--- src/rtl/core/fcsr_pkg.sv ---
// Shared types, widths and result codes for the filled circle span rasterizer.
// Used by the front end, the job queue, the back end, the top level, the checker and the bench.
package fcsr_pkg;

  localparam int SCREEN_WIDTH_DEF  = 160;
  localparam int SCREEN_HEIGHT_DEF = 80;

  localparam int COORD_W     = 10;
  localparam int CLIP_W      = 11;
  localparam int DEC_W       = 12;
  localparam int NUM_SLOTS   = 4;
  localparam int SLOT_W      = $clog2(NUM_SLOTS);
  localparam int QUEUE_DEPTH = 2;

  localparam logic [2:0] KIND_SPAN     = 3'd0;
  localparam logic [2:0] KIND_NONE     = 3'd1;
  localparam logic [2:0] KIND_DONE     = 3'd2;
  localparam logic [2:0] KIND_STARTED  = 3'd3;
  localparam logic [2:0] KIND_REJECTED = 3'd4;

  localparam logic ACT_START = 1'b0;
  localparam logic ACT_STEP  = 1'b1;

  typedef logic signed [COORD_W-1:0] coord_t;

  typedef struct packed {
    coord_t x;
    coord_t y;
    coord_t h;
  } span_raw_t;

  typedef struct packed {
    logic                           is_span;
    logic [2:0]                     kind;
    logic [NUM_SLOTS-1:0]           slot_en;
    span_raw_t [NUM_SLOTS-1:0]      spans;
    logic [15:0]                    color;
  } job_t;

  typedef struct packed {
    logic       vis;
    logic [7:0] x;
    logic [7:0] y;
    logic [7:0] h;
  } span_clip_t;

endpackage

--- src/rtl/core/fcsr_ifs.sv ---
// Valid/ready channel interfaces for command items in and span result items out.
// Depends on nothing.
interface fcsr_in_if;
  logic        valid;
  logic        ready;
  logic        action;
  logic [7:0]  center_x;
  logic [7:0]  center_y;
  logic [7:0]  radius;
  logic [15:0] fill_color;

  modport source (output valid, action, center_x, center_y, radius, fill_color,
                  input ready);
  modport sink   (input valid, action, center_x, center_y, radius, fill_color,
                  output ready);
endinterface

interface fcsr_out_if;
  logic        valid;
  logic        ready;
  logic [2:0]  kind;
  logic [7:0]  span_x;
  logic [7:0]  span_y;
  logic [7:0]  span_height;
  logic [15:0] span_color;
  logic        last;

  modport source (output valid, kind, span_x, span_y, span_height, span_color, last,
                  input ready);
  modport sink   (input valid, kind, span_x, span_y, span_height, span_color, last,
                  output ready);
endinterface

--- src/rtl/core/fcsr_front.sv ---
// Front end: accepts command items, runs the midpoint circle walk state and
// builds one job per item for the queue. Depends on fcsr_pkg and fcsr_in_if.
module fcsr_front (
  input  logic           clk,
  input  logic           rst_n,
  fcsr_in_if.sink        in_chan,
  input  logic           q_full,
  output logic           push,
  output fcsr_pkg::job_t job
);

  logic                          active_r, active_nxt;
  logic                          first_done_r, first_done_nxt;
  logic [7:0]                    ctr_x_r, ctr_x_nxt;
  logic [7:0]                    ctr_y_r, ctr_y_nxt;
  logic [7:0]                    rad_r, rad_nxt;
  logic [15:0]                   color_held_r, color_held_nxt;
  logic [7:0]                    pos_x_r, pos_x_nxt;
  logic [7:0]                    pos_y_r, pos_y_nxt;
  logic [fcsr_pkg::DEC_W-1:0]    decision_r, decision_nxt;

  logic                          accept;
  logic [fcsr_pkg::DEC_W-1:0]    two_x, two_y, dec_step;
  logic [7:0]                    x_new, y_new;
  fcsr_pkg::coord_t              cxs, cys, xs, ys, h_y, h_x, h_r;

  assign in_chan.ready = !q_full;
  assign accept        = in_chan.valid && in_chan.ready;
  assign push          = accept;

  always_comb begin
    two_x = fcsr_pkg::DEC_W'({pos_x_r, 1'b0});
    two_y = fcsr_pkg::DEC_W'({pos_y_r, 1'b0});
    x_new = pos_x_r + 8'd1;
    if (decision_r[fcsr_pkg::DEC_W-1]) begin
      dec_step = decision_r + two_x + fcsr_pkg::DEC_W'(3);
      y_new    = pos_y_r;
    end else begin
      dec_step = decision_r + two_x - two_y + fcsr_pkg::DEC_W'(5);
      y_new    = pos_y_r - 8'd1;
    end
    cxs = fcsr_pkg::coord_t'(fcsr_pkg::COORD_W'(ctr_x_r));
    cys = fcsr_pkg::coord_t'(fcsr_pkg::COORD_W'(ctr_y_r));
    xs  = fcsr_pkg::coord_t'(fcsr_pkg::COORD_W'(x_new));
    ys  = fcsr_pkg::coord_t'(fcsr_pkg::COORD_W'(y_new));
    h_y = fcsr_pkg::coord_t'({1'b0, y_new, 1'b1});
    h_x = fcsr_pkg::coord_t'({1'b0, x_new, 1'b1});
    h_r = fcsr_pkg::coord_t'({1'b0, rad_r, 1'b1});
  end

  always_comb begin
    active_nxt     = active_r;
    first_done_nxt = first_done_r;
    ctr_x_nxt      = ctr_x_r;
    ctr_y_nxt      = ctr_y_r;
    rad_nxt        = rad_r;
    color_held_nxt = color_held_r;
    pos_x_nxt      = pos_x_r;
    pos_y_nxt      = pos_y_r;
    decision_nxt   = decision_r;

    job         = '0;
    job.kind    = fcsr_pkg::KIND_DONE;
    job.color   = color_held_r;

    if (in_chan.action == fcsr_pkg::ACT_START) begin
      if (in_chan.radius == 8'd0) begin
        job.kind = fcsr_pkg::KIND_REJECTED;
      end else begin
        job.kind = fcsr_pkg::KIND_STARTED;
        if (accept) begin
          ctr_x_nxt      = in_chan.center_x;
          ctr_y_nxt      = in_chan.center_y;
          rad_nxt        = in_chan.radius;
          color_held_nxt = in_chan.fill_color;
          pos_x_nxt      = 8'd0;
          pos_y_nxt      = in_chan.radius;
          decision_nxt   = fcsr_pkg::DEC_W'(1) - fcsr_pkg::DEC_W'(in_chan.radius);
          active_nxt     = 1'b1;
          first_done_nxt = 1'b0;
        end
      end
    end else if (!active_r) begin
      job.kind = fcsr_pkg::KIND_DONE;
    end else if (!first_done_r) begin
      job.is_span    = 1'b1;
      job.kind       = fcsr_pkg::KIND_NONE;
      job.slot_en    = fcsr_pkg::NUM_SLOTS'(1);
      job.spans[0].x = cxs;
      job.spans[0].y = cys - fcsr_pkg::coord_t'(fcsr_pkg::COORD_W'(rad_r));
      job.spans[0].h = h_r;
      if (accept) begin
        first_done_nxt = 1'b1;
      end
    end else if (pos_x_r >= pos_y_r) begin
      job.kind = fcsr_pkg::KIND_DONE;
      if (accept) begin
        active_nxt = 1'b0;
      end
    end else begin
      job.is_span    = 1'b1;
      job.kind       = fcsr_pkg::KIND_NONE;
      job.slot_en    = '1;
      job.spans[0].x = cxs + xs;
      job.spans[0].y = cys - ys;
      job.spans[0].h = h_y;
      job.spans[1].x = cxs - xs;
      job.spans[1].y = cys - ys;
      job.spans[1].h = h_y;
      job.spans[2].x = cxs + ys;
      job.spans[2].y = cys - xs;
      job.spans[2].h = h_x;
      job.spans[3].x = cxs - ys;
      job.spans[3].y = cys - xs;
      job.spans[3].h = h_x;
      if (accept) begin
        pos_x_nxt    = x_new;
        pos_y_nxt    = y_new;
        decision_nxt = dec_step;
      end
    end
  end

  always_ff @(posedge clk) begin
    if (!rst_n) begin
      active_r     <= 1'b0;
      first_done_r <= 1'b0;
    end else begin
      active_r     <= active_nxt;
      first_done_r <= first_done_nxt;
    end
  end

  always_ff @(posedge clk) begin
    ctr_x_r      <= ctr_x_nxt;
    ctr_y_r      <= ctr_y_nxt;
    rad_r        <= rad_nxt;
    color_held_r <= color_held_nxt;
    pos_x_r      <= pos_x_nxt;
    pos_y_r      <= pos_y_nxt;
    decision_r   <= decision_nxt;
  end

endmodule

--- src/rtl/core/fcsr_queue.sv ---
// Short job queue between front end and back end.
// Depends on fcsr_pkg.
module fcsr_queue (
  input  logic           clk,
  input  logic           rst_n,
  input  logic           push,
  input  fcsr_pkg::job_t push_job,
  output logic           full,
  input  logic           pop,
  output logic           head_valid,
  output fcsr_pkg::job_t head_job
);

  localparam int PTR_W = (fcsr_pkg::QUEUE_DEPTH > 1) ? $clog2(fcsr_pkg::QUEUE_DEPTH) : 1;
  localparam int CNT_W = $clog2(fcsr_pkg::QUEUE_DEPTH + 1);
  localparam logic [PTR_W-1:0] LAST_PTR = PTR_W'(fcsr_pkg::QUEUE_DEPTH - 1);
  localparam logic [CNT_W-1:0] DEPTH_C  = CNT_W'(fcsr_pkg::QUEUE_DEPTH);

  fcsr_pkg::job_t          mem_r [fcsr_pkg::QUEUE_DEPTH];
  logic [PTR_W-1:0]        wr_ptr_r, wr_ptr_nxt;
  logic [PTR_W-1:0]        rd_ptr_r, rd_ptr_nxt;
  logic [CNT_W-1:0]        count_r, count_nxt;
  logic                    do_push, do_pop;

  assign full       = (count_r == DEPTH_C);
  assign head_valid = (count_r != '0);
  assign head_job   = mem_r[rd_ptr_r];
  assign do_push    = push && !full;
  assign do_pop     = pop && head_valid;

  always_comb begin
    wr_ptr_nxt = wr_ptr_r;
    rd_ptr_nxt = rd_ptr_r;
    count_nxt  = count_r;
    if (do_push) begin
      wr_ptr_nxt = (wr_ptr_r == LAST_PTR) ? '0 : wr_ptr_r + PTR_W'(1);
    end
    if (do_pop) begin
      rd_ptr_nxt = (rd_ptr_r == LAST_PTR) ? '0 : rd_ptr_r + PTR_W'(1);
    end
    if (do_push && !do_pop) begin
      count_nxt = count_r + CNT_W'(1);
    end else if (do_pop && !do_push) begin
      count_nxt = count_r - CNT_W'(1);
    end
  end

  always_ff @(posedge clk) begin
    if (!rst_n) begin
      wr_ptr_r <= '0;
      rd_ptr_r <= '0;
      count_r  <= '0;
    end else begin
      wr_ptr_r <= wr_ptr_nxt;
      rd_ptr_r <= rd_ptr_nxt;
      count_r  <= count_nxt;
    end
  end

  always_ff @(posedge clk) begin
    if (do_push) begin
      mem_r[wr_ptr_r] <= push_job;
    end
  end

endmodule

--- src/rtl/core/fcsr_back.sv ---
// Back end: clips the spans of one job, then sends its results one per cycle
// through the output register while the receiver is ready. Depends on fcsr_pkg and fcsr_out_if.
module fcsr_back #(
  parameter int SCREEN_WIDTH  = fcsr_pkg::SCREEN_WIDTH_DEF,
  parameter int SCREEN_HEIGHT = fcsr_pkg::SCREEN_HEIGHT_DEF
) (
  input  logic           clk,
  input  logic           rst_n,
  input  logic           job_valid,
  input  fcsr_pkg::job_t job,
  output logic           pop,
  fcsr_out_if.source     out_chan
);

  localparam int CW = fcsr_pkg::CLIP_W;
  localparam int NS = fcsr_pkg::NUM_SLOTS;
  localparam logic signed [CW-1:0] W_C = CW'(SCREEN_WIDTH);
  localparam logic signed [CW-1:0] H_C = CW'(SCREEN_HEIGHT);

  function automatic fcsr_pkg::span_clip_t clip_span(fcsr_pkg::span_raw_t s);
    logic signed [CW-1:0] x;
    logic signed [CW-1:0] y;
    logic signed [CW-1:0] h;
    fcsr_pkg::span_clip_t c;
    x = {s.x[fcsr_pkg::COORD_W-1], s.x};
    y = {s.y[fcsr_pkg::COORD_W-1], s.y};
    h = {s.h[fcsr_pkg::COORD_W-1], s.h};
    c.vis = 1'b1;
    if (h <= 0) c.vis = 1'b0;
    if (x < 0 || x >= W_C) c.vis = 1'b0;
    if (y < 0) begin
      h = h + y;
      y = '0;
    end
    if (y >= H_C) c.vis = 1'b0;
    if (y + h > H_C) h = H_C - y;
    if (h <= 0) c.vis = 1'b0;
    c.x = x[7:0];
    c.y = y[7:0];
    c.h = h[7:0];
    return c;
  endfunction

  logic                        work_valid_r, work_valid_nxt;
  logic [NS-1:0]               work_mask_r, work_mask_nxt;
  logic [2:0]                  work_kind_r, work_kind_nxt;
  fcsr_pkg::span_clip_t [NS-1:0] work_spans_r, work_spans_nxt;
  logic [15:0]                 work_color_r, work_color_nxt;

  logic                        out_valid_r, out_valid_nxt;
  logic [2:0]                  out_kind_r, out_kind_nxt;
  logic [7:0]                  out_x_r, out_x_nxt;
  logic [7:0]                  out_y_r, out_y_nxt;
  logic [7:0]                  out_h_r, out_h_nxt;
  logic [15:0]                 out_color_r, out_color_nxt;
  logic                        out_last_r, out_last_nxt;

  logic                        out_load, emit, work_done;
  logic [NS-1:0]               mask_rest, vis_mask;
  logic [fcsr_pkg::SLOT_W-1:0] sel;
  fcsr_pkg::span_clip_t [NS-1:0] clipped;

  assign out_load  = !out_valid_r || out_chan.ready;
  assign emit      = work_valid_r && out_load;
  assign mask_rest = work_mask_r & (work_mask_r - NS'(1));
  assign work_done = (mask_rest == '0);
  assign pop       = job_valid && (!work_valid_r || (emit && work_done));

  always_comb begin
    sel = '0;
    for (int i = NS - 1; i >= 0; i--) begin
      if (work_mask_r[i]) sel = fcsr_pkg::SLOT_W'(i);
    end
    for (int i = 0; i < NS; i++) begin
      clipped[i]  = clip_span(job.spans[i]);
      vis_mask[i] = clipped[i].vis;
    end
  end

  always_comb begin
    work_valid_nxt = work_valid_r;
    work_mask_nxt  = work_mask_r;
    work_kind_nxt  = work_kind_r;
    work_spans_nxt = work_spans_r;
    work_color_nxt = work_color_r;
    out_valid_nxt  = out_valid_r;
    out_kind_nxt   = out_kind_r;
    out_x_nxt      = out_x_r;
    out_y_nxt      = out_y_r;
    out_h_nxt      = out_h_r;
    out_color_nxt  = out_color_r;
    out_last_nxt   = out_last_r;

    if (out_chan.ready) begin
      out_valid_nxt = 1'b0;
    end

    if (emit) begin
      out_valid_nxt = 1'b1;
      out_last_nxt  = work_done;
      if (work_mask_r == '0) begin
        out_kind_nxt  = work_kind_r;
        out_x_nxt     = 8'd0;
        out_y_nxt     = 8'd0;
        out_h_nxt     = 8'd0;
        out_color_nxt = 16'd0;
      end else begin
        out_kind_nxt  = fcsr_pkg::KIND_SPAN;
        out_x_nxt     = work_spans_r[sel].x;
        out_y_nxt     = work_spans_r[sel].y;
        out_h_nxt     = work_spans_r[sel].h;
        out_color_nxt = work_color_r;
      end
      work_mask_nxt = mask_rest;
      if (work_done) begin
        work_valid_nxt = 1'b0;
      end
    end

    if (pop) begin
      work_valid_nxt = 1'b1;
      work_kind_nxt  = job.kind;
      work_spans_nxt = clipped;
      work_color_nxt = job.color;
      work_mask_nxt  = job.is_span ? (vis_mask & job.slot_en) : '0;
    end
  end

  always_ff @(posedge clk) begin
    if (!rst_n) begin
      work_valid_r <= 1'b0;
      out_valid_r  <= 1'b0;
    end else begin
      work_valid_r <= work_valid_nxt;
      out_valid_r  <= out_valid_nxt;
    end
  end

  always_ff @(posedge clk) begin
    work_mask_r  <= work_mask_nxt;
    work_kind_r  <= work_kind_nxt;
    work_spans_r <= work_spans_nxt;
    work_color_r <= work_color_nxt;
    out_kind_r   <= out_kind_nxt;
    out_x_r      <= out_x_nxt;
    out_y_r      <= out_y_nxt;
    out_h_r      <= out_h_nxt;
    out_color_r  <= out_color_nxt;
    out_last_r   <= out_last_nxt;
  end

  assign out_chan.valid       = out_valid_r;
  assign out_chan.kind        = out_kind_r;
  assign out_chan.span_x      = out_x_r;
  assign out_chan.span_y      = out_y_r;
  assign out_chan.span_height = out_h_r;
  assign out_chan.span_color  = out_color_r;
  assign out_chan.last        = out_last_r;

endmodule

--- src/rtl/core/filled_circle_span_rasterizer.sv ---
// Top level of the filled circle span rasterizer: front end, job queue, back end.
// Depends on fcsr_pkg, fcsr_ifs, fcsr_front, fcsr_queue and fcsr_back.
//
// Start and step commands enter on in_chan and are accepted one per cycle while
// the two-entry job queue has room; the front end updates the circle walk at
// accept time and queues one job per command. The back end clips a job's spans as
// it takes the job from the queue, then drives one result per cycle from its output
// register while the receiver is ready: one per visible span (up to four), else one,
// and the number of results per command sets the sustained rate. The first result
// of a command passes the queue entry, the work register and the output register.
// Every command yields at least one result; the final one carries last.
// Spans are clipped to SCREEN_WIDTH by SCREEN_HEIGHT. No clearing pass after reset.
module filled_circle_span_rasterizer #(
  parameter int SCREEN_WIDTH  = fcsr_pkg::SCREEN_WIDTH_DEF,
  parameter int SCREEN_HEIGHT = fcsr_pkg::SCREEN_HEIGHT_DEF
) (
  input  logic       clk,
  input  logic       rst_n,
  fcsr_in_if.sink    in_chan,
  fcsr_out_if.source out_chan
);

  logic           push, q_full, pop, head_valid;
  fcsr_pkg::job_t push_job, head_job;

  fcsr_front u_front (
    .clk     (clk),
    .rst_n   (rst_n),
    .in_chan (in_chan),
    .q_full  (q_full),
    .push    (push),
    .job     (push_job)
  );

  fcsr_queue u_queue (
    .clk        (clk),
    .rst_n      (rst_n),
    .push       (push),
    .push_job   (push_job),
    .full       (q_full),
    .pop        (pop),
    .head_valid (head_valid),
    .head_job   (head_job)
  );

  fcsr_back #(
    .SCREEN_WIDTH  (SCREEN_WIDTH),
    .SCREEN_HEIGHT (SCREEN_HEIGHT)
  ) u_back (
    .clk       (clk),
    .rst_n     (rst_n),
    .job_valid (head_valid),
    .job       (head_job),
    .pop       (pop),
    .out_chan  (out_chan)
  );

endmodule

--- src/flat_wrapper.sv ---
// flat-port wrapper written by rule: the top's interface ports become plain ports
module filled_circle_span_rasterizer_flat 
#(
  parameter int SCREEN_WIDTH  = fcsr_pkg::SCREEN_WIDTH_DEF,
  parameter int SCREEN_HEIGHT = fcsr_pkg::SCREEN_HEIGHT_DEF
)
  (clk, rst_n, in_chan_valid, in_chan_action, in_chan_center_x, in_chan_center_y, in_chan_radius, in_chan_fill_color, in_chan_ready, out_chan_valid, out_chan_kind, out_chan_span_x, out_chan_span_y, out_chan_span_height, out_chan_span_color, out_chan_last, out_chan_ready);
  fcsr_in_if in_chan_i ();
  fcsr_out_if out_chan_i ();
  input  logic clk;
  input  logic rst_n;
  input wire logic [$bits(in_chan_i.valid)-1:0] in_chan_valid;
  input wire logic [$bits(in_chan_i.action)-1:0] in_chan_action;
  input wire logic [$bits(in_chan_i.center_x)-1:0] in_chan_center_x;
  input wire logic [$bits(in_chan_i.center_y)-1:0] in_chan_center_y;
  input wire logic [$bits(in_chan_i.radius)-1:0] in_chan_radius;
  input wire logic [$bits(in_chan_i.fill_color)-1:0] in_chan_fill_color;
  output wire logic [$bits(in_chan_i.ready)-1:0] in_chan_ready;
  output wire logic [$bits(out_chan_i.valid)-1:0] out_chan_valid;
  output wire logic [$bits(out_chan_i.kind)-1:0] out_chan_kind;
  output wire logic [$bits(out_chan_i.span_x)-1:0] out_chan_span_x;
  output wire logic [$bits(out_chan_i.span_y)-1:0] out_chan_span_y;
  output wire logic [$bits(out_chan_i.span_height)-1:0] out_chan_span_height;
  output wire logic [$bits(out_chan_i.span_color)-1:0] out_chan_span_color;
  output wire logic [$bits(out_chan_i.last)-1:0] out_chan_last;
  input wire logic [$bits(out_chan_i.ready)-1:0] out_chan_ready;
  assign in_chan_i.valid = in_chan_valid;
  assign in_chan_i.action = in_chan_action;
  assign in_chan_i.center_x = in_chan_center_x;
  assign in_chan_i.center_y = in_chan_center_y;
  assign in_chan_i.radius = in_chan_radius;
  assign in_chan_i.fill_color = in_chan_fill_color;
  assign in_chan_ready = in_chan_i.ready;
  assign out_chan_valid = out_chan_i.valid;
  assign out_chan_kind = out_chan_i.kind;
  assign out_chan_span_x = out_chan_i.span_x;
  assign out_chan_span_y = out_chan_i.span_y;
  assign out_chan_span_height = out_chan_i.span_height;
  assign out_chan_span_color = out_chan_i.span_color;
  assign out_chan_last = out_chan_i.last;
  assign out_chan_i.ready = out_chan_ready;
  filled_circle_span_rasterizer #(.SCREEN_WIDTH(SCREEN_WIDTH), .SCREEN_HEIGHT(SCREEN_HEIGHT)) u_core (.clk(clk), .rst_n(rst_n), .in_chan(in_chan_i), .out_chan(out_chan_i));
endmodule
--- config.mk ---
export PLATFORM = sky130hd
export DESIGN_NAME = filled_circle_span_rasterizer_flat
export DESIGN_NICKNAME = d
export VERILOG_FILES = /design/src/rtl/core/fcsr_pkg.sv /design/src/rtl/core/fcsr_ifs.sv /design/src/rtl/core/fcsr_front.sv /design/src/rtl/core/fcsr_queue.sv /design/src/rtl/core/fcsr_back.sv /design/src/rtl/core/filled_circle_span_rasterizer.sv /design/src/flat_wrapper.sv
export SDC_FILE = /design/constraint.sdc
export NUM_CORES = 1
export LEC_CHECK = 0
export BUFFER_PORTS_ARGS = -buffer_cell sky130_fd_sc_hd__buf_2
export CORE_ASPECT_RATIO = 1.4
export CORE_MARGIN = 2
export CORE_UTILIZATION = 56
export CTS_CLUSTER_DIAMETER = 40
export CTS_CLUSTER_SIZE = 12
export DETAILED_ROUTE_END_ITERATION = 12
export PLACE_DENSITY = 0.73
export SLEW_MARGIN = 15
export SYNTH_ARGS = -nofsm -noshare
export SYNTH_HDL_FRONTEND = slang
export SYNTH_SLANG_ARGS = --single-unit
--- constraint.sdc ---
create_clock -name clk -period 16.3 [get_ports clk]
set_clock_uncertainty 0.2 [all_clocks]
set_input_delay 3.26 -clock clk [delete_from_list [all_inputs] [get_ports clk]]
set_output_delay 3.26 -clock clk [all_outputs]
set_load 0.05 [all_outputs]
======== Word-level counts from Yosys, hierarchy flattened ========
Memory sizes are Yosys's and may differ from the RTL's. A register that Yosys moved wholly into a read port is not among the register bits.
Cells that the tools add are included.
storage, ports and cells
  memories ................................ 1
  flip-flop bits (word level) ............. 243
  bits in writable memories ............... 288
  output and inout port bits .............. 46
memories
  memory                words  bits a word  rd ports  clocked after Yosys merged registers in  wr ports  RTL line          RTL
  u_core.u_queue.mem_r  2      144          1         1                                        1         fcsr_queue.sv:19  fcsr_pkg::job_t mem_r [fcsr_pkg::QUEUE_DEPTH];
operators by class
  equality and inequality tests ........... 6
  add/sub/neg operators ................... 31
  reduce and logical (&&, ||, !) cells .... 33
  order comparisons ....................... 30
  multiplexer cells ....................... 99
  bitwise logic cells ..................... 4
operator list
  cell                                                                 number
  2-to-1 mux 124 bit                                                   3
  2-to-1 mux 11 bit                                                    12
  2-to-1 mux 8 bit                                                     16
  2-to-1 mux 12 bit                                                    8
  2-to-1 mux 90 bit                                                    1
  less-than comparator 10 x 1 -> 1 bit (second input constant)         8
  binary-select mux 25 bit (select 2 bit)                              1
  subtractor 8 x 8 -> 9 bit                                            5
  adder 10 x 10 -> 11 bit                                              4
  adder 11 bit                                                         4
  greater-or-equal comparator 11 x 8 -> 1 bit (second input constant)  4
  > comparator 11 x 8 -> 1 bit (second input constant)                 4
  <= comparator 11 x 1 -> 1 bit (second input constant)                4
  subtractor 8 x 11 -> 11 bit (first input constant)                   4
  2-to-1 mux 1 bit                                                     43
  greater-or-equal comparator 10 x 9 -> 1 bit (second input constant)  4
  <= comparator 10 x 1 -> 1 bit (second input constant)                4
  2-to-1 mux 30 bit                                                    1
  2-to-1 mux 24 bit                                                    1
  adder 8 x 8 -> 9 bit                                                 2
  2-to-1 mux 2 bit                                                     7
  adder 12 x 2 -> 12 bit (second input constant)                       1
  adder 12 x 3 -> 12 bit (second input constant)                       1
  adder 12 x 9 -> 12 bit                                               1
  other kinds (27)                                                     60

======== Logic depth before layout (Yosys ltp) ========
Gate-level depths: netlist of run 1.
  depth after elaboration ................. 10
  gate-level depth with buffers ........... 26
  depth with buffers taken out ............ 19

======== Hierarchy ========
Synthesis of run 1 repeated with hierarchy kept, for this count alone.
unflattened totals
  cell total of the unflattened synthesis .. 2,333
  area, all modules ....................... 29,701.0 um2
modules (own cells, without submodules)
  module      area each (um2)  cells each  sequential area each (um2)  instances
  fcsr_back   11,855.1         1,097       4,934.7                     1
  fcsr_queue  10,861.7         473         8,748.4                     1
  fcsr_front  6,984.2          763         2,082.0                     1

======== Worst setup path after synthesis of run 1 ========
Ideal clock, no wire load.
  kind .................................... input port to flip-flop
  start ................................... input port in_chan_valid
  end ..................................... memory u_core.u_queue.mem_r[0][0] (netlist bit) (enable)
  arrival ................................. 7.904 ns
  slack ................................... 7.620 ns
  stages .................................. 2
  setup time .............................. 0.576 ns
  data required time ...................... 15.524 ns
  buffers on the path ..................... 0
  cell sequence ........................... nand2_1 nor2_1
on the way
  word-level cells in the longest chain between the ends .. 4
RTL lines
  item                                    RTL line            RTL
  from (decl)                             flat_wrapper.sv:12  input wire logic [$bits(in_chan_i.valid)-1:0] in_chan_valid;
  logical AND 1 bit                       fcsr_front.sv:28    assign accept = in_chan.valid && in_chan.ready;
  logical AND 1 bit                       fcsr_queue.sv:28    assign do_push = push && !full;
  2-to-1 mux 1 bit                        fcsr_queue.sv:61    if (do_push) begin
  2-to-1 mux 1 bit (not written as such)  fcsr_queue.sv:62    mem_r[wr_ptr_r] <= push_job;
  to (decl)                               fcsr_queue.sv:19
No other way between the ends.

==> reports/metrics.yaml, run 1 <==
status: "completed"
synth_edf_count: 428
vias_per_cell: 5.91
yosys.area.top_type_share_pct: 54.6
crit_buf_inv: 1
grt_overflow_total: 0
worst_slack_ns: 9.60
synth_area_leader_cell: "edfxtp_1"
dp.final_hpwl_um: 38300
cts_buffers: 48
worstSetupPathType: "reg2reg"
p_leak_nw: 10.3
fin_nets: 2238
synthToLayoutAreaGrowth_pct: 11.0
use_met3_pct: 2.64
final_cell_area_um2: 26200
slowest_stage: "dfxtp_4"
drt_pass1_iterations: 6
cts.sinks: 437
r2r_cells: 17
synthTopCellsByArea: "edfxtp_1 55%, ha_1 8.2%, mux2_2 4.3%, nor2_1 2.9%, xnor2_1 2.7%"
crit_arrival_ns: 6.84
cts_buffer_depth: 3
avgSynthCellArea_um2: 12.3
powerDensity_nw_per_um2: 202
fmax_mhz: 149
hp-start: "u_core.u_front.color_held_r[0]"
core_area_um2: 41400
hp-class: "reg2reg"
slew_viol_final: 0
worstHoldPathCells: 0
die_w_um: 177
critPathMaxStageDelay_ns: 0.95
busiest_layer: "met2"
wl_per_cell_um: 20.0
clk_latency_ns: 0.58
crit_fanout: 64
hold_end: "u_core.u_queue.mem_r[0][0]"
cp-end-kind: "register"
place.gp.congestion: 0.908
ctsResizeCount: 0
n_antenna_cell: 0
hold_buffers: 0
cp-start-kind: "register"
synthFlopType: "edfxtp_1"
hold_violations: 0
min_period_over_period_pct: 41.1
rrSetupSlack_ns: 9.60
cp.depth: 17
fin_crit_ns: 6.70
std_cell_rows: 88
layout_commonest_cell: "edfxtp_1"
h-tree-depth: 2
use_met1_pct: 29.4
grt_pass1_vias: 15556
crit_chain: "buf_4 -> nand2b_1 -> nand2_1 -> ha_1 -> a211oi_1 -> nor2_1 -> o21a_1 -> o21a_1 -> o31ai_1 -> ha_1 -> or4b_1 -> o311ai_0 -> o211ai_1 -> a31o_2 -> a31o_2 -> a21boi_4 -> mux2_2"
antenna_found_initial: 0
use_met2_pct: 43.5
final_layout_size_suffix_gt1_share_pct: 14.9
pre_cts_ws_ns: 9.56
fin_setup_tns_ns: 0
reg2reg_to: "u_core.u_back.work_spans_r[51]"
drc: 0
io_pins: 91
start_util_pct: 56.9
synthDistinctLibCells: 81
synth-seq-cells: 437
grt_max_degree: 65
postSynthCellCount: 1914
crit_family: "compound AO/OA/AOI/OAI gates"
rsz0062_at_grt: "false"
slew-limit-headroom_pct: 25.0
setup_viol: 0
async_flop_share_pct: 0
postCtsSetupRepairBufs: 0
drt_iter0_drc: 928
netlist_area_um2: 23600
ys_warn_count: 0
clk_pin_slew_worst_paths_ns: 0.06
layout_common_cells: "428 x edfxtp_1, 177 x nor2_1, 155 x ha_1, 132 x inv_1, 91 x nand2_1"
cts-root-buf: "clkbuf_16"
cts_tree: "built"
syn_nets: 2129
io_buffers: 90
vdd_ir_drop_max_v: 0.000188
grt_pass1_wl_um: 82400
routed_wl_um: 52100
fp.dieArea_um2: 43700
vias: 15347
ys_seq_area_share_pct: 55.3
total_power_mw: 5.27
hold_slack_ns: 0.251
fp.dieH_um: 247
critical_path_required_ns: 16.43
drtAntennaViolNets: 0
grtUsageTotal_pct: 24.3
place_area_um2: 24600
worst_pin_slew_ns: 1.12
cap_violations: 0
==> synth_stat cells (6+ instances only) <==
cell type / count
o21a_1: 20
a21oi_1: 88
ha_1: 155
xor2_1: 42
o22ai_1: 18
a22oi_1: 7
a22o_1: 7
nor2_1: 179
a211o_1: 6
buf_2: 10
nand4_1: 8
a222oi_1: 17
fa_1: 15
o21bai_1: 26
a31oi_1: 7
nand3_1: 29
xnor2_1: 73
dfxtp_1: 9
mux4_2: 7
o21ai_0: 82
mux2_2: 89
a211oi_1: 19
nor4_1: 8
a21o_1: 34
inv_1: 133
clkbuf_1: 36
nor2b_1: 45
nor3_1: 28
mux2i_1: 31
nand2_1: 91
and2_1: 18
and3_1: 8
nor3b_1: 6
nand2b_1: 24
edfxtp_1: 428
o211ai_1: 11
==> power by group <==
| group | total (mW) | switching, mW | internal (mW) |
|---|---|---|---|
| Sequential | 1.81 | 0.143 | 1.66 |
| Combinational | 2.44 | 1.50 | 0.944 |
| Clock | 1.03 | 0.436 | 0.590 |
| Total | 5.27 | 2.08 | 3.20 |
==> worst max-delay path by stage <==
stage | from | to | slack [ns]
floorplan | in_chan_valid | u_core.u_queue.mem_r[0][0] | 7.62
global placement | register | u_core.u_back.work_spans_r[51] | 9.62
detailed placement | register | u_core.u_back.work_spans_r[51] | 9.56
CTS | register | u_core.u_back.work_spans_r[51] | 9.57
global route | register | u_core.u_back.work_mask_r[2] | 9.11
finish | register | u_core.u_back.work_spans_r[51] | 9.60
==> state kept, by name, indices dropped and copies added, names as in the netlist, 2 cells and up, named ones only <==
name,cells
u_core.u_back.out_chan.kind,3
u_core.u_back.out_chan.span_color,16
u_core.u_back.out_chan.span_height,8
u_core.u_back.out_chan.span_x,8
u_core.u_back.out_chan.span_y,8
u_core.u_back.work_color_r,16
u_core.u_back.work_kind_r,3
u_core.u_back.work_mask_r,4
u_core.u_back.work_spans_r,79
u_core.u_front.color_held_r,16
u_core.u_front.ctr_x_r,8
u_core.u_front.ctr_y_r,8
u_core.u_front.decision_r,12
u_core.u_front.pos_x_r,8
u_core.u_front.pos_y_r,8
u_core.u_front.rad_r,8
u_core.u_queue.count_r,2
u_core.u_queue.mem_r,214
==> metal layers <==
metal / vias to the layer above / routed length, µm / part of all wire [%]
met5: - / 0 / 0
met4: 0 / 2380 / 4.6
met3: 104 / 1990 / 3.8
met2: 374 / 26400 / 51
met1: 7539 / 21300 / 41
li1: 7330 / - / -
==> area by class of cell <==
cell class / count / area (µm²)
multi-input cells: 1289 / 9810
clock inverters: 17 / 216
well taps: 540 / 676
clock buffers: 68 / 1290
inverters: 134 / 505
repair buffers: 113 / 623
fillers: 3272 / 15200
flip-flops and latches: 437 / 13000
==> kinds of logic (layout without fill, tap and decap cells) <==
group	count (synthesis)	in the layout	synth area share, %
simple gates	469	469	9.47
buf+inv	188	332	3.22
compound gates	402	402	11.5
flops	437	437	55.3
fa+ha+maj	170	170	9.51
xor+xnor	116	116	4.38
mux	132	132	6.59
==> metrics by stage <==
stage / util (%) / std cells
floorplan: - / 1914
global placement: 59.5 / 2513
detailed placement: 59.5 / 2513
CTS: 63.2 / 2598
global route: 63.2 / 2598
finish: 63.2 / 2598
No activity file was read; power rests on OpenSTA's default activity.
==> run 2: changes to the inputs <==
--- a/config.mk
+++ b/config.mk
@@ -5,6 +5,7 @@
 export SDC_FILE = /design/constraint.sdc
 export NUM_CORES = 1
 export LEC_CHECK = 0
+export ABC_AREA = 1
 export BUFFER_PORTS_ARGS = -buffer_cell sky130_fd_sc_hd__buf_2
 export CORE_ASPECT_RATIO = 1.4
 export CORE_MARGIN = 2
==> constraint.sdc (replaced) <==
create_clock -name clk -period 6.2 [get_ports clk]
set_clock_uncertainty 0.2 [all_clocks]
set_input_delay 1.24 -clock clk [delete_from_list [all_inputs] [get_ports clk]]
set_output_delay 1.24 -clock clk [all_outputs]
set_load 0.05 [all_outputs]
==> reports/metrics.yaml, run 2 <==
status: "completed"  # unchanged
syn_nets: 2792  # was 2129
layout_commonest_cell: "nand2_1"  # was edfxtp_1
antenna_found_initial: 0  # unchanged
worstHoldPathCells: 0  # unchanged
clk_latency_ns: 0.62  # was 0.58 ns
critical_path_required_ns: 6.31  # was 16.43 ns
worstSetupPathType: "reg2reg"  # unchanged
synth_area_leader_cell: "edfxtp_1"  # unchanged
dp.final_hpwl_um: 44400  # was 38300 µm
synth_edf_count: 428  # unchanged
reg2reg_to: "u_core.u_back.work_mask_r[3]"  # was u_core.u_back.work_spans_r[51]
place.gp.congestion: 0.935  # was 0.908
reg.largest.list: "u_core.u_queue.mem_r (214), u_core.u_back.work_spans_r (79)"  # unchanged
routed_wl_um: 59400  # was 52100 µm
synthFlopType: "edfxtp_1"  # unchanged
slowest_stage: "dfxtp_4"  # unchanged
ys_seq_area_share_pct: 53.4  # was 55.3%
synthTopCellsByCount: "607 x nand2_1, 428 x edfxtp_1, 352 x inv_1"  # was 428 x edfxtp_1, 179 x nor2_1, 155 x ha_1
min_period_over_period_pct: 90.5  # was 41.1%
largest_reg_flops: 214  # unchanged
cts_buffers: 50  # was 48
hold_buffers: 0  # unchanged
cts_tree: "built"  # unchanged
pre_cts_ws_ns: 0.622  # was 9.56 ns
setup_viol: 0  # unchanged
hold_violations: 0  # unchanged
yosysMostFrequentCell: "nand2_1"  # was edfxtp_1
layout_common_cells: "607 x nand2_1, 428 x edfxtp_1, 351 x inv_1, 239 x nor2_1, 155 x ha_1"  # was 428 x edfxtp_1, 177 x nor2_1, 155 x ha_1, 132 x inv_1, 91 x nand2_1
ctsResizeCount: 0  # unchanged
worst_slack_ns: 0.586  # was 9.60 ns
synthTopCellsByArea: "edfxtp_1 53%, nand2_1 9.3%, ha_1 7.9%, inv_1 5.4%, nor2_1 3.7%"  # was edfxtp_1 55%, ha_1 8.2%, mux2_2 4.3%, nor2_1 2.9%, xnor2_1 2.7%
busiest_layer: "met2"  # unchanged
cp-end-kind: "register"  # unchanged
io_pins: 91  # unchanged
cap_violations: 0  # unchanged
fmax_mhz: 178  # was 149 MHz
clk_pin_slew_worst_paths_ns: 0.06  # about the same
grt_pass1_vias: 18120  # was 15556
hp-class: "reg2reg"  # unchanged
postSynthCellCount: 2577  # was 1914
place_area_um2: 25500  # was 24600 µm²
std_cell_rows: 90  # was 88
cts-root-buf: "clkbuf_16"  # unchanged
die_w_um: 180  # was 177 µm
use_met2_pct: 46.8  # was 43.5%
vias_per_cell: 5.54  # was 5.91
regMostFlops: "u_core.u_queue.mem_r"  # unchanged
drtAntennaViolNets: 0  # unchanged
grt_overflow_total: 0  # unchanged
fp.dieH_um: 251  # was 247 µm
synth-seq-cells: 437  # unchanged
drt_iter0_drc: 1422  # was 928
worst_pin_slew_ns: 1.15  # was 1.12 ns
p_leak_nw: 12.1  # was 10.3 nW
slew_viol_final: 0  # unchanged
cts_buffer_depth: 3  # unchanged
rrSetupSlack_ns: 0.59  # was 9.60 ns
grt_pass1_wl_um: 94800  # was 82400 µm
core_area_um2: 43000  # was 41400 µm²
fin_setup_tns_ns: 0  # unchanged
postCtsSetupRepairBufs: 0  # unchanged
r2r_cells: 28  # was 17
fp.dieArea_um2: 45300  # was 43700 µm²
grtUsageTotal_pct: 26.6  # was 24.3%
vdd_ir_drop_max_v: 0.000277  # was 0.000188 V
fin_nets: 2891  # was 2238
h-tree-depth: 2  # unchanged
drc: 0  # unchanged
netlist_area_um2: 24400  # was 23600 µm²
crit_fanout: 38  # was 64
crit_arrival_ns: 5.73  # was 6.84 ns
wl_per_cell_um: 18.2  # was 20.0 µm
rsz0062_at_grt: "false"  # unchanged
synthDistinctLibCells: 53  # was 81
ys_warn_count: 0  # unchanged
drt_pass1_iterations: 5  # was 6
use_met1_pct: 31.4  # was 29.4%
avgSynthCellArea_um2: 9.47  # was 12.3 µm²
grt_max_degree: 96  # was 65
powerDensity_nw_per_um2: 589  # was 202 nW/µm²
crit_end: "u_core.u_back.work_mask_r[3]"  # was u_core.u_back.work_spans_r[51]
start_util_pct: 56.7  # was 56.9%
final_layout_size_suffix_gt1_share_pct: 10.1  # was 14.9%
use_met3_pct: 3.42  # was 2.64%
fin_crit_ns: 5.61  # was 6.70 ns
synthToLayoutAreaGrowth_pct: 10.8  # was 11.0%
io_buffers: 90  # unchanged
cts.sinks: 437  # unchanged
vias: 18072  # was 15347
worst_path_most_repeated_cell: "nand2_1"
async_flop_share_pct: 0  # unchanged
slew-limit-headroom_pct: 23.4  # was 25.0%
final_cell_area_um2: 27000  # was 26200 µm²
cp-start-kind: "register"  # unchanged
critPathMaxStageDelay_ns: 0.53  # was 0.95 ns
yosys.area.top_type_share_pct: 52.7  # was 54.6%
n_antenna_cell: 0  # unchanged
run 2: cell count changes after synthesis, sizes merged, moves of 52 or more:
| cell | previous run | this run |
|---|---|---|
| nand2 | 91 | 630 |
| nor2 | 179 | 248 |
| nand3 | 30 | 117 |
| o21ai | 86 | 144 |
| mux2 | 93 | 0 |
| xnor2 | 73 | 21 |
| inv | 134 | 360 |
run 2: worst min-delay path by stage:
| stage | startpoint | to | slack [ns] |
|---|---|---|---|
| after detailed placement | u_core.u_front.color_held_r[15] | u_core.u_queue.mem_r[1][15] | 0.23 |
| after global routing | u_core.u_front.color_held_r[6] | u_core.u_queue.mem_r[1][6] | 0.27 |
| after floorplan | u_core.u_front.color_held_r[0] | u_core.u_queue.mem_r[0][0] | 0.22 |
| final | u_core.u_front.color_held_r[12] | u_core.u_queue.mem_r[0][12] | 0.25 |
| after global placement | u_core.u_front.color_held_r[3] | u_core.u_queue.mem_r[0][3] | 0.22 |
| after CTS | u_core.u_front.color_held_r[15] | u_core.u_queue.mem_r[1][15] | 0.25 |
run 2: routing by layer:
layer  share of wire (%)  routed length [µm]  vias to the layer above
met5                   0                   0                        -
met4                 5.8                3480                        0
met1                  39               23100                     8470
met3                 5.1                3020                      178
met2                  50               29900                      581
li1                    -                   -                     8843
run 2: cells by family after synthesis:
logic type,after synthesis,share of synthesized area [%]
AOI/OAI and AO/OA,352,8.37
buffers and inverters,424,6.86
xor gates and xnor gates,68,2.44
and+or+nand+nor,1117,19.4
DFF,437,53.4
adders and majority gates,170,9.18
muxes,9,0.369
run 2: area by class of cell:
class / instances / area [µm²]
flip-flops and latches: 437 / 13000
repair buffers: 111 / 633
well taps: 552 / 691
clock buffers: 69 / 1330
clock inverters: 20 / 258
fillers: 3562 / 16000
multi-input cells: 1716 / 9730
inverters: 360 / 1360
run 2: metrics by stage:
step	util, %	hold WS [ns]	power, mW	cells
after floorplan	-	0.221	11.1	2577
after global routing	62.9	0.266	17.2	3265
final	62.9	0.250	15.9	3265
after global placement	59.2	0.222	12.9	3176
after CTS	62.9	0.247	16.0	3265
after detailed placement	59.2	0.234	13.1	3176
run 2: critical path: cells and delay by family (launching register included):
| family | cells | cell delay, ns |
|---|---|---|
| AOI/OAI and AO/OA | 4 | 0.77 |
| and+or+nand+nor | 15 | 1.58 |
| buffers and inverters | 4 | 0.82 |
| DFF | 1 | 0.53 |
| adders and majority gates | 3 | 1.05 |
| xor gates and xnor gates | 1 | 0.08 |
| muxes | 1 | 0.24 |
run 2: power breakdown:
part           total, mW  internal (mW)  switching [mW]
Clock               2.84           1.62            1.22
Sequential          4.74           4.46           0.279
Combinational       8.35           2.57            5.77
Total               15.9           8.66            7.27
==> run 3: changes to the inputs <==
--- a/config.mk
+++ b/config.mk
@@ -9,11 +9,11 @@
 export BUFFER_PORTS_ARGS = -buffer_cell sky130_fd_sc_hd__buf_2
 export CORE_ASPECT_RATIO = 1.4
 export CORE_MARGIN = 2
-export CORE_UTILIZATION = 56
+export CORE_UTILIZATION = 60
 export CTS_CLUSTER_DIAMETER = 40
 export CTS_CLUSTER_SIZE = 12
 export DETAILED_ROUTE_END_ITERATION = 12
-export PLACE_DENSITY = 0.73
+export PLACE_DENSITY_LB_ADDON = 0.3
 export SLEW_MARGIN = 15
 export SYNTH_ARGS = -nofsm -noshare
 export SYNTH_HDL_FRONTEND = slang
==> reports/metrics.yaml, run 3 (same netlist as run 2, synthesis figures left out) <==
place.gp.congestion: 0.965  # was 0.935
r2r_cells: 31  # was 28
io_pins: 91  # unchanged
dp_cells: 3160  # was 3176
cts-root-buf: "clkbuf_16"  # unchanged
n_antenna_cell: 0  # unchanged
n_fill_cell: 3111  # was 3562
drt_pass1_iterations: 7  # was 5
ctsResizeCount: 0  # unchanged
core_area_um2: 40200  # was 43000 µm²
internal_power_mw: 8.52  # was 8.66 mW
rrSetupSlack_ns: 0.69  # was 0.59 ns
grt_pass1_vias: 17322  # was 18120
fin_cells: 3239  # was 3265
status: "completed"  # unchanged
routed_wl_um: 57600  # was 59400 µm
die_w_um: 174  # was 180 µm
drt_iter0_drc: 1618  # was 1422
hold_violations: 0  # unchanged
crit_arrival_ns: 5.61  # was 5.73 ns
h-tree-depth: 2  # unchanged
regMostFlops: "u_core.u_queue.mem_r"  # unchanged
slew_viol_final: 0  # unchanged
min_period_over_period_pct: 88.9  # was 90.5%
switchingPower_mw: 7.11  # was 7.27 mW
dp.final_hpwl_um: 43400  # was 44400 µm
wl_per_cell_um: 17.8  # was 18.2 µm
hold_slack_ns: 0.245  # was 0.250 ns
cp-end-kind: "register"  # unchanged
std_cell_rows: 87  # was 90
drc: 0  # unchanged
vias_per_cell: 5.56  # was 5.54
hp-class: "reg2reg"  # unchanged
cts_buffers: 46  # was 50
io_buffers: 90  # unchanged
pwr-share-comb_pct: 53.2  # was 52.4%
p_leak_nw: 12.0  # was 12.1 nW
switching_share_pct: 45.5  # was 45.7%
largest_reg_flops: 214  # unchanged
grt_overflow_total: 0  # unchanged
grt_pass1_wl_um: 90200  # was 94800 µm
cp-start-kind: "register"  # unchanged
fp.dieArea_um2: 42300  # was 45300 µm²
crit_fanout: 41  # was 38
synthToLayoutAreaGrowth_pct: 10.1  # was 10.8%
reg2reg_to: "u_core.u_back.work_mask_r[0]"  # was u_core.u_back.work_mask_r[3]
layout_common_cells: "607 x nand2_1, 428 x edfxtp_1, 351 x inv_1, 239 x nor2_1, 155 x ha_1"  # unchanged
utilization_pct: 66.9  # was 62.9%
rsz0062_at_grt: "false"  # unchanged
clk_pin_slew_worst_paths_ns: 0.06  # about the same
worstSetupPathType: "reg2reg"  # unchanged
cts_tree: "built"  # unchanged
cp.depth: 31  # was 28
cts_buffer_depth: 3  # unchanged
crit_buf_inv: 5  # was 4
final_layout_size_suffix_gt1_share_pct: 9.80  # was 10.1%
layout_commonest_cell: "nand2_1"  # unchanged
fmax_mhz: 181  # was 178 MHz
hold_buffers: 0  # unchanged
total_power_mw: 15.6  # was 15.9 mW
share_seq_of_total_power_pct: 30.3  # was 29.8%
cts.sinks: 437  # unchanged
vdd_ir_drop_max_v: 0.000289  # was 0.000277 V
fp.dieH_um: 243  # was 251 µm
drtAntennaViolNets: 0  # unchanged
grt_max_degree: 109  # was 96
reg.largest.list: "u_core.u_queue.mem_r (214), u_core.u_back.work_spans_r (79)"  # unchanged
clkPwrFrac_pct: 16.5  # was 17.8%
powerDensity_nw_per_um2: 582  # was 589 nW/µm²
crit_family: "simple AND/OR/NAND/NOR gates"  # unchanged
slew-limit-headroom_pct: 25.2  # was 23.4%
crit_end: "u_core.u_back.work_mask_r[0]"  # was u_core.u_back.work_mask_r[3]
worst_pin_slew_ns: 1.12  # was 1.15 ns
postCtsSetupRepairBufs: 0  # unchanged
grtUsageTotal_pct: 27.2  # was 26.6%
antenna_found_initial: 0  # unchanged
vias: 18023  # was 18072
fin_crit_ns: 5.51  # was 5.61 ns
critPathMaxStageDelay_ns: 0.54  # was 0.53 ns
fin_setup_tns_ns: 0  # unchanged
start_util_pct: 60.8  # was 56.7%
fin_nets: 2889  # was 2891
cap_violations: 0  # unchanged
setup_viol: 0  # unchanged
slowest_stage: "dfxtp_4"  # unchanged
clk_latency_ns: 0.58  # was 0.62 ns
critical_path_required_ns: 6.30  # was 6.31 ns
[run 3: cell types whose count changed in the layout (fill, tap and decap cells not counted), sizes merged]
cell | previous run | this run
clkinv | 8 | 4
bufinv | 2 | 1
buf | 111 | 113
inv | 369 | 364
clkbuf | 69 | 67
clkinvlp | 1 | 3
[run 3: stage by stage]
stage / worst slack (ns) / cell area [µm²]
final: 0.688 / 26900
after global routing: 0.101 / 26900
after CTS: 0.686 / 26900
after detailed placement: 0.751 / 25500
after global placement: 0.888 / 25500
after floorplan: 1.36 / 24400
[run 3: per-layer routing]
layer	up-vias	routed length [µm]	track usage, %
li1	8840	-	-
met1	8437	22600	32.9
met2	576	28700	47.1
met3	170	2760	3.21
met4	0	3570	15.2
met5	-	0	0
[run 3: worst min-delay path by stage]
stage	startpoint	endpoint	slack, ns	depth (start not counted)
after floorplan	u_core.u_front.color_held_r[0]	u_core.u_queue.mem_r[0][0]	0.22	0
after global placement	u_core.u_front.color_held_r[5]	u_core.u_queue.mem_r[0][5]	0.22	0
after detailed placement	u_core.u_front.color_held_r[2]	u_core.u_queue.mem_r[1][2]	0.23	0
after CTS	u_core.u_queue.rd_ptr_r	register	0.24	1
after global routing	u_core.u_front.color_held_r[2]	u_core.u_queue.mem_r[0][2]	0.26	0
final	u_core.u_front.color_held_r[15]	u_core.u_queue.mem_r[0][15]	0.25	0
[run 3: area by class of cell]
type                            instances  area [µm²]  share of cell area [%]
Multi-Input combinational cell       1716        9730                    36.2
Clock buffer                           67        1260                    4.69
Inverter                              360        1360                    5.07
Clock inverter                         12         146                   0.545
Sequential cell                       437       13000                    48.5
Tap cell                              534         668                    2.49
Timing Repair Buffer                  113         661                    2.46
[run 3: power by group through the flow]
stage / logic (mW) / registers [mW] / clock network, mW
finish: 8.32 / 4.74 / 2.57
global route: 9.32 / 4.81 / 2.71
CTS: 8.27 / 4.74 / 2.61
detailed placement: 8.21 / 4.80 / 0
global placement: 8.02 / 4.77 / 0
floorplan: 5.90 / 5.22 / 0
